$ cat src/sv/tbmof_pkg.sv
// Package for the two-bucket minimum offset filter.
// Holds the timestamp width, register indexes, reset values and the sequencer states.
// No dependencies.
package tbmof_pkg;

  // Timestamp bits used out of the 63-bit input fields (range 32..63).
  localparam int unsigned TIME_BITS = 63;
  localparam int unsigned FIELD_W   = 63;
  localparam int unsigned OFFSET_W  = 64;
  localparam int unsigned CFG_W     = 32;
  localparam int unsigned CFG_IDX_W = 1;
  localparam int unsigned CNT_W     = $clog2(TIME_BITS);

  typedef logic [TIME_BITS-1:0] time_t;
  typedef logic [TIME_BITS:0]   time_x_t;
  typedef logic [CNT_W-1:0]     cnt_t;

  // Register indexes
  localparam logic [CFG_IDX_W-1:0] REG_WINDOW    = 1'd0;
  localparam logic [CFG_IDX_W-1:0] REG_NET_FLOOR = 1'd1;

  localparam logic [CFG_W-1:0] WINDOW_RESET    = 32'd30000000;
  localparam logic [CFG_W-1:0] NET_FLOOR_RESET = 32'd0;

  localparam logic [FIELD_W-1:0] LAT_MAX = {FIELD_W{1'b1}};

  typedef enum logic [3:0] {
    ST_IDLE,
    ST_PREP,
    ST_CHK,
    ST_DIV,
    ST_ROT,
    ST_UPD,
    ST_FLR,
    ST_EXC,
    ST_LAT
  } state_e;

endpackage

$ cat src/sv/two_bucket_min_offset_filter.sv
// Two-bucket windowed minimum clock offset filter, top level.
// Depends on tbmof_pkg for widths, register indexes and sequencer states.
// Usage:
//   Input channel (in_valid_i / in_stall_o) takes one item: a host and a local
//   timestamp in microseconds. Output channel (out_valid_o / out_stall_i) gives
//   one item per input: raw offset (local minus host), the offset floor over the
//   current and the previous non-empty window, and the latency above the floor
//   plus the network floor, saturated at 2^63-1. An item moves at a clock edge
//   where valid is high and stall is low. cfg_we_i writes cfg_data_i into
//   register cfg_idx_i (0: window length, 1: network floor); write only while idle.
// Sequencing:
//   One item at a time; the input stalls meanwhile. Without a window rotation an
//   item passes the prepare, check, update, floor, excess and latency states;
//   when a window end is passed, a restoring divider works out the remainder of
//   elapsed time over the window length, one bit per cycle, before a rotate step.
//   The next item is taken the cycle after the result is loaded.
// Reset: rst_ni clears the buckets, the first-sample flag and the output valid,
//   and restores the window length to 30 s and the network floor to zero.
// Output stall: the finished item holds in the output register; the next input
//   is accepted and worked on, but its result waits until the register frees.
module two_bucket_min_offset_filter (
  input  logic                                  clk_i,
  input  logic                                  rst_ni,
  input  logic                                  cfg_we_i,
  input  logic [tbmof_pkg::CFG_IDX_W-1:0]       cfg_idx_i,
  input  logic [tbmof_pkg::CFG_W-1:0]           cfg_data_i,
  input  logic                                  in_valid_i,
  output logic                                  in_stall_o,
  input  logic [tbmof_pkg::FIELD_W-1:0]         host_time_us_i,
  input  logic [tbmof_pkg::FIELD_W-1:0]         local_time_us_i,
  output logic                                  out_valid_o,
  input  logic                                  out_stall_i,
  output logic signed [tbmof_pkg::OFFSET_W-1:0] raw_offset_o,
  output logic signed [tbmof_pkg::OFFSET_W-1:0] offset_floor_o,
  output logic [tbmof_pkg::FIELD_W-1:0]         latency_us_o
);

  tbmof_pkg::state_e state_q, state_d;

  // Configuration
  logic [tbmof_pkg::CFG_W-1:0] window_q, net_floor_q;

  // Filter state
  logic                             seen_any_q, prev_valid_q, cur_empty_q;
  logic [tbmof_pkg::OFFSET_W-1:0]   cur_min_q, prev_min_q;
  tbmof_pkg::time_t                 win_begin_q;

  // Per-item working registers
  tbmof_pkg::time_t                 host_q, local_q, elapsed_q, num_q;
  logic                             behind_q, one_win_q;
  logic [tbmof_pkg::OFFSET_W-1:0]   raw_q, floor_q, excess_q;
  logic [tbmof_pkg::CFG_W-1:0]      rem_q;
  tbmof_pkg::cnt_t                  cnt_q;

  // Output register
  logic                             out_valid_q;
  logic [tbmof_pkg::OFFSET_W-1:0]   out_raw_q, out_floor_q;
  logic [tbmof_pkg::FIELD_W-1:0]    out_lat_q;

  // Combinational helpers
  logic [tbmof_pkg::CFG_W-1:0]      win_w;
  logic                             lt_win, lt_two_win;
  logic [tbmof_pkg::CFG_W:0]        trial, win_x;
  logic                             trial_ge;
  logic [tbmof_pkg::CFG_W-1:0]      rem_next;
  logic [tbmof_pkg::OFFSET_W-1:0]   cur_next;
  logic [tbmof_pkg::OFFSET_W:0]     lat_sum;
  logic                             accept_in, load_out;

  // A zero window behaves as a one-microsecond window.
  assign win_w      = (window_q == '0) ? tbmof_pkg::CFG_W'(1) : window_q;
  assign lt_win     = elapsed_q < tbmof_pkg::time_t'(win_w);
  assign lt_two_win = tbmof_pkg::time_x_t'(elapsed_q) < tbmof_pkg::time_x_t'({win_w, 1'b0});

  // Restoring divider step: bring down one numerator bit, subtract if it fits.
  assign win_x    = {1'b0, win_w};
  assign trial    = {rem_q, num_q[tbmof_pkg::TIME_BITS-1]};
  assign trial_ge = trial >= win_x;
  assign rem_next = trial_ge ? tbmof_pkg::CFG_W'(trial - win_x)
                             : trial[tbmof_pkg::CFG_W-1:0];

  // Fresh bucket takes the sample, otherwise keep the signed minimum.
  assign cur_next = (cur_empty_q || ($signed(raw_q) < $signed(cur_min_q))) ? raw_q
                                                                           : cur_min_q;

  assign lat_sum = {1'b0, excess_q} + (tbmof_pkg::OFFSET_W + 1)'(net_floor_q);

  // Handshake decode
  always_comb begin
    in_stall_o = (state_q != tbmof_pkg::ST_IDLE);
    accept_in  = in_valid_i && (state_q == tbmof_pkg::ST_IDLE);
    load_out   = (state_q == tbmof_pkg::ST_LAT) && (!out_valid_q || !out_stall_i);
  end

  // Sequencer next state
  always_comb begin
    state_d = state_q;
    case (state_q)
      tbmof_pkg::ST_IDLE: begin
        if (in_valid_i) state_d = tbmof_pkg::ST_PREP;
      end
      tbmof_pkg::ST_PREP: state_d = tbmof_pkg::ST_CHK;
      tbmof_pkg::ST_CHK: begin
        // Rotate only once a window end has been passed
        if (!seen_any_q || behind_q || lt_win) state_d = tbmof_pkg::ST_UPD;
        else state_d = tbmof_pkg::ST_DIV;
      end
      tbmof_pkg::ST_DIV: begin
        if (cnt_q == '0) state_d = tbmof_pkg::ST_ROT;
      end
      tbmof_pkg::ST_ROT: state_d = tbmof_pkg::ST_UPD;
      tbmof_pkg::ST_UPD: state_d = tbmof_pkg::ST_FLR;
      tbmof_pkg::ST_FLR: state_d = tbmof_pkg::ST_EXC;
      tbmof_pkg::ST_EXC: state_d = tbmof_pkg::ST_LAT;
      tbmof_pkg::ST_LAT: begin
        if (load_out) state_d = tbmof_pkg::ST_IDLE;
      end
      default: state_d = tbmof_pkg::ST_IDLE;
    endcase
  end

  always_ff @(posedge clk_i or negedge rst_ni) begin
    if (!rst_ni) begin
      state_q <= tbmof_pkg::ST_IDLE;
    end else begin
      state_q <= state_d;
    end
  end

  // Configuration registers
  always_ff @(posedge clk_i or negedge rst_ni) begin
    if (!rst_ni) begin
      window_q    <= tbmof_pkg::WINDOW_RESET;
      net_floor_q <= tbmof_pkg::NET_FLOOR_RESET;
    end else if (cfg_we_i) begin
      case (cfg_idx_i)
        tbmof_pkg::REG_WINDOW:    window_q    <= cfg_data_i;
        tbmof_pkg::REG_NET_FLOOR: net_floor_q <= cfg_data_i;
        default: ;
      endcase
    end
  end

  // Bucket state
  always_ff @(posedge clk_i or negedge rst_ni) begin
    if (!rst_ni) begin
      seen_any_q   <= 1'b0;
      prev_valid_q <= 1'b0;
      cur_empty_q  <= 1'b1;
      cur_min_q    <= '0;
      prev_min_q   <= '0;
      win_begin_q  <= '0;
    end else begin
      case (state_q)
        tbmof_pkg::ST_ROT: begin
          // One window passed keeps the closing bucket; more means it was empty
          if (one_win_q) begin
            prev_min_q   <= cur_min_q;
            prev_valid_q <= !cur_empty_q;
          end else begin
            prev_min_q   <= '0;
            prev_valid_q <= 1'b0;
          end
          // Advance to the last window start not after the local time
          win_begin_q <= local_q - tbmof_pkg::time_t'(rem_q);
          cur_min_q   <= '0;
          cur_empty_q <= 1'b1;
        end
        tbmof_pkg::ST_UPD: begin
          if (!seen_any_q) begin
            seen_any_q   <= 1'b1;
            win_begin_q  <= local_q;
            cur_min_q    <= raw_q;
            cur_empty_q  <= 1'b0;
            prev_valid_q <= 1'b0;
          end else begin
            cur_min_q   <= cur_next;
            cur_empty_q <= 1'b0;
          end
        end
        default: ;
      endcase
    end
  end

  // Working registers
  always_ff @(posedge clk_i) begin
    if (accept_in) begin
      host_q  <= host_time_us_i[tbmof_pkg::TIME_BITS-1:0];
      local_q <= local_time_us_i[tbmof_pkg::TIME_BITS-1:0];
    end
    case (state_q)
      tbmof_pkg::ST_PREP: begin
        raw_q     <= tbmof_pkg::OFFSET_W'(local_q) - tbmof_pkg::OFFSET_W'(host_q);
        elapsed_q <= local_q - win_begin_q;
        behind_q  <= local_q < win_begin_q;
      end
      tbmof_pkg::ST_CHK: begin
        one_win_q <= lt_two_win;
        num_q     <= elapsed_q;
        rem_q     <= '0;
        cnt_q     <= tbmof_pkg::cnt_t'(tbmof_pkg::TIME_BITS - 1);
      end
      tbmof_pkg::ST_DIV: begin
        rem_q <= rem_next;
        num_q <= {num_q[tbmof_pkg::TIME_BITS-2:0], 1'b0};
        cnt_q <= cnt_q - 1'b1;
      end
      tbmof_pkg::ST_FLR: begin
        floor_q <= (prev_valid_q && ($signed(prev_min_q) < $signed(cur_min_q))) ? prev_min_q
                                                                                : cur_min_q;
      end
      tbmof_pkg::ST_EXC: begin
        excess_q <= ($signed(raw_q) < $signed(floor_q)) ? '0 : raw_q - floor_q;
      end
      default: ;
    endcase
  end

  // Output register: hold while stalled, drop valid once taken
  always_ff @(posedge clk_i or negedge rst_ni) begin
    if (!rst_ni) begin
      out_valid_q <= 1'b0;
    end else if (load_out) begin
      out_valid_q <= 1'b1;
    end else if (!out_stall_i) begin
      out_valid_q <= 1'b0;
    end
  end

  always_ff @(posedge clk_i) begin
    if (load_out) begin
      out_raw_q   <= raw_q;
      out_floor_q <= floor_q;
      out_lat_q   <= (lat_sum[tbmof_pkg::OFFSET_W:tbmof_pkg::FIELD_W] != '0)
                     ? tbmof_pkg::LAT_MAX : lat_sum[tbmof_pkg::FIELD_W-1:0];
    end
  end

  assign out_valid_o    = out_valid_q;
  assign raw_offset_o   = out_raw_q;
  assign offset_floor_o = out_floor_q;
  assign latency_us_o   = out_lat_q;

endmodule

$ cat config.mk
export PLATFORM = sky130hd
export DESIGN_NAME = two_bucket_min_offset_filter
export DESIGN_NICKNAME = d
export VERILOG_FILES = /design/src/sv/tbmof_pkg.sv /design/src/sv/two_bucket_min_offset_filter.sv
export SDC_FILE = /design/constraint.sdc
export NUM_CORES = 2
export LEC_CHECK = 0
export BUFFER_PORTS_ARGS = -buffer_cell sky130_fd_sc_hd__buf_2
export CAP_MARGIN = 20
export CORE_AREA = 3 3 476 478
export CTS_CLUSTER_SIZE = 30
export DETAILED_ROUTE_END_ITERATION = 10
export DIE_AREA = 0 0 479 481
export SLEW_MARGIN = 5
export SYNTH_ARGS = -nofsm -noshare
export SYNTH_HDL_FRONTEND = slang
export SYNTH_SLANG_ARGS = --single-unit
$ cat constraint.sdc
create_clock -name clk_i -period 11.6 [get_ports clk_i]
set_input_delay 1.74 -clock clk_i [delete_from_list [all_inputs] [get_ports clk_i]]
set_output_delay 1.74 -clock clk_i [all_outputs]
set_load 0.02 [all_outputs]
# [After elaboration in Yosys (flattened, before gate mapping)]
# Cells that the tools add are included.
[totals] output_inout_bits=193 ff_bits=938 input_bits=164 elab_cells=99
[classes] eq_ne=14 n_addsub=7 bitwise_logic=1 reduce_logical=23 n_mux=23 n_lt_le_gt_ge=7
[ops] operator="2-to-1 mux 64 bit" count=4
[ops] operator="case mux 63 bit (2 select lines)" count=2
[ops] operator="< comparator 64 bit" count=3
[ops] operator="case mux 64 bit (2 select lines)" count=1
[ops] operator="adder 64 x 32 -> 65 bit" count=1
[ops] operator="2-to-1 mux 32 bit" count=2
[ops] operator="case mux 32 bit (2 select lines)" count=1
[ops] operator="subtractor 63 x 63 -> 64 bit" count=1
[ops] operator="subtractor 64 bit" count=1
[ops] operator="< comparator 63 x 32 -> 1 bit" count=1
[ops] operator="< comparator 63 x 33 -> 1 bit" count=1
[ops] operator="< comparator 63 bit" count=1
[ops] operator="2-to-1 mux 63 bit" count=1
[ops] operator="subtractor 63 x 32 -> 63 bit" count=1
[ops] operator="subtractor 63 bit" count=1
[ops] operator="case mux 4 bit (9 select lines)" count=1
[ops] operator=">= comparator 33 x 32 -> 1 bit" count=1
[ops] operator="zero test 32 bit" count=1
[ops] operator="subtractor 32 bit" count=1
[ops] operator="equality test 4 x 3 -> 1 bit, second input constant" count=4
[ops] operator="2-to-1 mux 4 bit" count=3
[ops] operator="case mux 6 bit (2 select lines)" count=1
[ops] operator="equality test 4 x 2 -> 1 bit, second input constant" count=2
[ops] operator="inequality test 2 bit, second input constant" count=4
[ops] operator="other kinds (18)" count=35

# [Longest topological paths before layout]
[depth] depth_word=6 ltp_mapped=17 ltp_nobuf=16

# [Worst setup path before layout]
# OpenSTA, ideal clock, no wires.
[synth_timing] kind="in2reg" start="input out_stall_i" end="register out_lat_q, in the netlist latency_us_o[0] (enable)" n_path_buf=0 setup_slack_ns=-0.131 t_arrival_ns=10.926 stages=1 t_required_ns=10.795 setup_ns=0.805 path_cell_list="a21oi_1"
[synth_via] elab_chain_cells=3
[synth_rtl] item="from (decl)" line="two_bucket_min_offset_filter.sv:32" text="input logic out_stall_i,"
[synth_rtl] item="zero test 1 bit"
[synth_rtl] item="logical OR 1 bit" line="two_bucket_min_offset_filter.sv:92" text="load_out = (state_q == tbmof_pkg::ST_LAT) && (!out_valid_q || !out_stall_i);"
[synth_rtl] item="logical AND 1 bit" line="two_bucket_min_offset_filter.sv:92"
[synth_rtl] item="to (signal assigned)" line="two_bucket_min_offset_filter.sv:235" text="out_lat_q <= (lat_sum[tbmof_pkg::OFFSET_W:tbmof_pkg::FIELD_W] != '0)"
[synth_rtl] item="to (decl)" line="two_bucket_min_offset_filter.sv:58" text="logic [tbmof_pkg::FIELD_W-1:0] out_lat_q;"
# No other way between the ends.
# A chain may end at the register's enable or synchronous reset.

# [Final worst setup path]
[layout_timing] start="register cur_min_q[5] (netlist name)" end="register floor_q[5] (netlist name) (data pin)"
[layout_via] elab_chain_cells=3
[layout_rtl] item="from (decl)" line="two_bucket_min_offset_filter.sv:45" text="logic [tbmof_pkg::OFFSET_W-1:0] cur_min_q, prev_min_q;"
[layout_rtl] item="from (signal assigned)" line="two_bucket_min_offset_filter.sv:173" text="cur_min_q <= raw_q;"
[layout_rtl] item="from (signal assigned)" line="two_bucket_min_offset_filter.sv:177" text="cur_min_q <= cur_next;"
[layout_rtl] item="< comparator 64 bit" line="two_bucket_min_offset_filter.sv:210" text="floor_q <= (prev_valid_q && ($signed(prev_min_q) < $signed(cur_min_q))) ? prev_min_q"
[layout_rtl] item="logical AND 1 bit" line="two_bucket_min_offset_filter.sv:210"
[layout_rtl] item="2-to-1 mux 64 bit *" line="two_bucket_min_offset_filter.sv:210"
[layout_rtl] item="to (signal assigned)" line="two_bucket_min_offset_filter.sv:210"
[layout_rtl] item="to (decl)" line="two_bucket_min_offset_filter.sv:51" text="logic [tbmof_pkg::OFFSET_W-1:0] raw_q, floor_q, excess_q;"
# Every way passes the cells marked *; elsewhere a longest branch is shown, timed or not.

==> metrics.csv <==
stage;metric;value;unit
yosys;post-synthesis mux area share;2.522;%
global_routing;largest net degree at the start of global routing;143;
yosys;number of flops mapped to enable cells by yosys;675;
floorplan;die height;481;um
power_and_ir_drop;Power, Total;17.42;mW
global_routing;number of global-route vias before repair;41536;
setup_path;CP arrival;5160;ps
detailed_routing;Vias per Instance;4.908;
min_path;Worst Hold End;offset_floor_o[19];
yosys;synthesized instance count;5357;
floorplan;IO Pins;357;
setup_path;crit end category;register;
detailed_routing;ANT nets after route;0;
yosys;synthesized area;0.05552;mm^2
detailed_routing;TritonRoute pass-1 iters;6;
setup_path;RR Endpoint;floor_q[5];
power_and_ir_drop;Pwr Density;271.6;mW/mm^2
detailed_routing;vias post-DR;42836;
yosys;syn_area_per_cell;10.36;um^2
timing;Setup-failing EPs final;0;
detailed_routing;drt total wl;190800;um
yosys;Yosys reg bits;938;
finish;share of layout cells above drive strength 1;12.70;%
placed_design;RD Place Congestion;0.9323;
min_path;worst hold path class;register to register;
yosys;xor-xnor portion of the synthesized cell area;4.543;%
setup_path;crit path cell chain;inv_1, ha_1, a2111oi_0, o21ai_0, a221oi_1, a21o_1, a31oi_1, o21ai_1, mux2i_4, buf_4, mux2_2;
timing;worst slew pin tran;1027;ps
timing;fin crit share;40.54;%
cts;CTS sink count;938;
power_and_ir_drop;Sw Ratio;42.74;%
cts;clk slew on worst S/H paths;60;ps
power_and_ir_drop;P_int;9.978;mW
global_routing;initial antenna violation count;32;
detailed_routing;DR WL/cell;21.87;um
power_and_ir_drop;share of power burned in registers;33.3;%
cts;post-CTS setup buffers;0;
power_and_ir_drop;Clock Power Share;19.6;%
cts;CTS tree;done;
detailed_routing;residual DRC count;0;
cts;Clk Tree Root Cell;clkbuf_16;
cts;clock latency on the worst-skew pair;730;ps
timing;final worst setup slack;6897;ps
power_and_ir_drop;Worst VDD drop;159.5;uV
timing;skew final;28.84;ps
min_path;Hold Startpoint;floor_q[19];
yosys;Main synth FF type;edfxtp_1;
yosys;Post-Syn Nets;6003;
floorplan;initial core utilization;24.98;%
timing;Slew headroom;31.52;%
cts;CTS Buf Count;107;
power_and_ir_drop;part of the power in combinational logic;47.1;%
finish;Final #Nets;6303;
floorplan;core area;0.2223;mm^2
flow_run;MaxCap Viol Count;0;
floorplan;Die Wd;479;um
placed_design;pre-CTS setup slack;6866;ps
global_routing;gr ovfl total;0;
cts;CTS Buffer Depth;3;
yosys;main combinational cell family by area after synthesis;compound AO/OA/AOI/OAI gates;
yosys;Synth Area in Adders;10.94;%
run_status;outcome;complete, no violations;
yosys;async set-reset flop share out of synthesis;28.04;%
timing;Fin Hold WS;444.2;ps
finish;register area;0.02686;mm^2
yosys;post-synth cell types;94;
finish;fill cell count;23172;
placed_design;port bufs;356;
setup_path;startpoint class of the critical path;register;
finish;Cell Count, Final, Fillers Out;8727;
setup_path;CP max stage delay;730;ps
timing;Slew Viols, Final;0;
setup_path;reg-to-reg setup timing slack;6900;ps
power_and_ir_drop;net switching power figure;7.446;mW
setup_path;CP max stage cell;buf_4;
setup_path;reg2reg path depth;11;
finish;Multi-input gate area;0.02644;mm^2
placed_design;Post-Place Cells;8522;
cts;H-tree levels;3;
global_routing;All-Layer GR Usage;16.00;%
floorplan;Rows;173;
yosys;YS warnings;0;
yosys;Seq/Total Area, Yosys;48.38;%
power_and_ir_drop;LEAKAGE;26.30;nW
timing;Fmax;212.6;MHz
global_routing;first-pass GRT wire length;278500;um
yosys;Post-Synth Simple-Gate Area;12.29;%
yosys;post-synthesis compound-gate area fraction;17.08;%
setup_path;Crit Path Max Fanout;51;
timing;Final Hold Vio Count;0;
cts;Post-CTS Hold Fix Bufs;0;
cts;# resized after CTS;0;
timing;setup TNS;0;ps
timing;min Tclk post-route;4703;ps
floorplan;die area;0.2304;mm^2
setup_path;r2r startpoint;cur_min_q[5];
min_path;hold path depth;0;
timing;RSZ-0062 raised after global routing;no;
detailed_routing;1st-iter DRT viols;4098;
placed_design;post-DP HPWL;150600;um
setup_path;WP data required;12050;ps
setup_path;Crit Path Class;register to register;
finish;Area growth syn-to-layout;15.54;%
state kept, by name, summed over array words and instances (netlist names), 63 cells and up:
name / count
elapsed_q: 63
excess_q: 64
prev_min_q: 64
cur_min_q: 64
latency_us_o: 63
win_begin_q: 63
host_q: 63
raw_q: 64
offset_floor_o: 64
local_q: 63
floor_q: 64
raw_offset_o: 64
num_q: 63
how the worst max path moves through the flow:
stage / from / endpoint / slack, ps / cells past startpoint
global route: cur_min_q[5] / floor_q[11] / 6610 / 11
global placement: cur_min_q[5] / floor_q[2] / 6820 / 11
CTS: cur_min_q[5] / floor_q[5] / 6830 / 11
finish: cur_min_q[5] / floor_q[5] / 6900 / 11
floorplan: state_q[0] / behind_q / 1510 / 3
detailed placement: cur_min_q[2] / floor_q[5] / 6870 / 13
cells in the final DEF, fill, tap and decap left out, types with 98 or more instances in the layout:
cell type  instances
nand4_1          106
dfrtp_1          252
buf_2            355
ha_1             476
nor2_1           315
a21oi_1          371
edfxtp_1         675
clkbuf_16        109
mux2_2            98
xor2_1           119
o21ai_0          262
a21o_1           230
nand2_1          627
inv_1            411
xnor2_1          169
critical path: cells and delay by family, from the launching register on:
kind                       cells  cell delay [ps]
AOI/OAI and AO/OA              6             1760
adders and majority gates      1              330
muxes                          2             1050
buffers and inverters          2              820
DFF                            1              370
cells in the mapped netlist (9+ instances only):
cell type	number	share of area (%)
nand2_1	629	4.3
a21boi_0	11	0.15
nor2b_1	51	0.57
mux2_2	98	2.0
or2_2	17	0.19
or3_1	26	0.29
dfstp_2	11	0.52
inv_1	411	2.8
and2_1	23	0.26
o31ai_1	85	1.1
and4_1	14	0.22
o21bai_1	54	0.73
a221oi_1	13	0.21
nor3_1	77	0.69
edfxtp_1	675	37
nand4_1	106	1.2
a211oi_1	46	0.62
a31oi_1	42	0.47
o2111ai_1	11	0.17
dfrtp_1	252	11
ha_1	476	11
a2111oi_0	9	0.14
o22ai_1	9	0.10
a211o_1	20	0.32
a32o_1	64	1.2
a21o_1	230	3.1
o21ai_1	25	0.23
o21a_1	51	0.69
xor2_1	119	1.9
o211ai_1	31	0.42
nor2_1	318	2.1
o21ai_0	262	2.4
and3_1	35	0.39
xnor2_1	169	2.7
buf_1	15	0.10
clkbuf_1	145	0.98
nand3_1	73	0.66
or4_1	13	0.18
mux2i_1	26	0.47
nand2b_1	41	0.46
a21oi_1	374	3.4
nor4_1	33	0.37
buf_2	39	0.35
stage by stage:
stage	area [um^2]	utilization [%]
5_1_grt	64150	28.86
6_report	64150	28.86
4_1_cts	64110	28.84
3_3_place_gp	60640	27.28
2_1_floorplan	55530	-
3_5_place_dp	60640	27.28
layout make-up:
cell class	count	area share (%)
sequential	938	41.88
multi-input combinational	3807	41.22
tap	2975	5.802
clock buffer	133	4.439
timing repair buffer	391	3.253
inverter	412	2.411
clock inverter	66	0.9810
antenna	5	0.01950
kinds of logic after synthesis:
logic type / Yosys count
AOI/OAI and AO/OA: 1429
and+or+nand+nor: 1482
muxes: 126
buffers and inverters: 612
xor gates and xnor gates: 288
adders and majority gates: 482
DFF: 938
layer usage:
metal / GRT usage, % / part of all wire, % / vias up
met5: 0 / 0.044 / -
met4: 5.819 / 3.7 / 10
met3: 2.179 / 5.6 / 249
met2: 25.45 / 45 / 1404
met1: 22.15 / 45 / 20949
li1: - / - / 20224
power groups by stage:
stage	registers, mW	clock network, mW	logic, mW
floorplan	5.56	0	5.86
global placement	5.84	0	8.04
detailed placement	5.86	0	8.10
CTS	5.80	3.49	8.15
global route	5.88	3.62	9.09
finish	5.81	3.41	8.21
(Power assumes the default switching activity.)
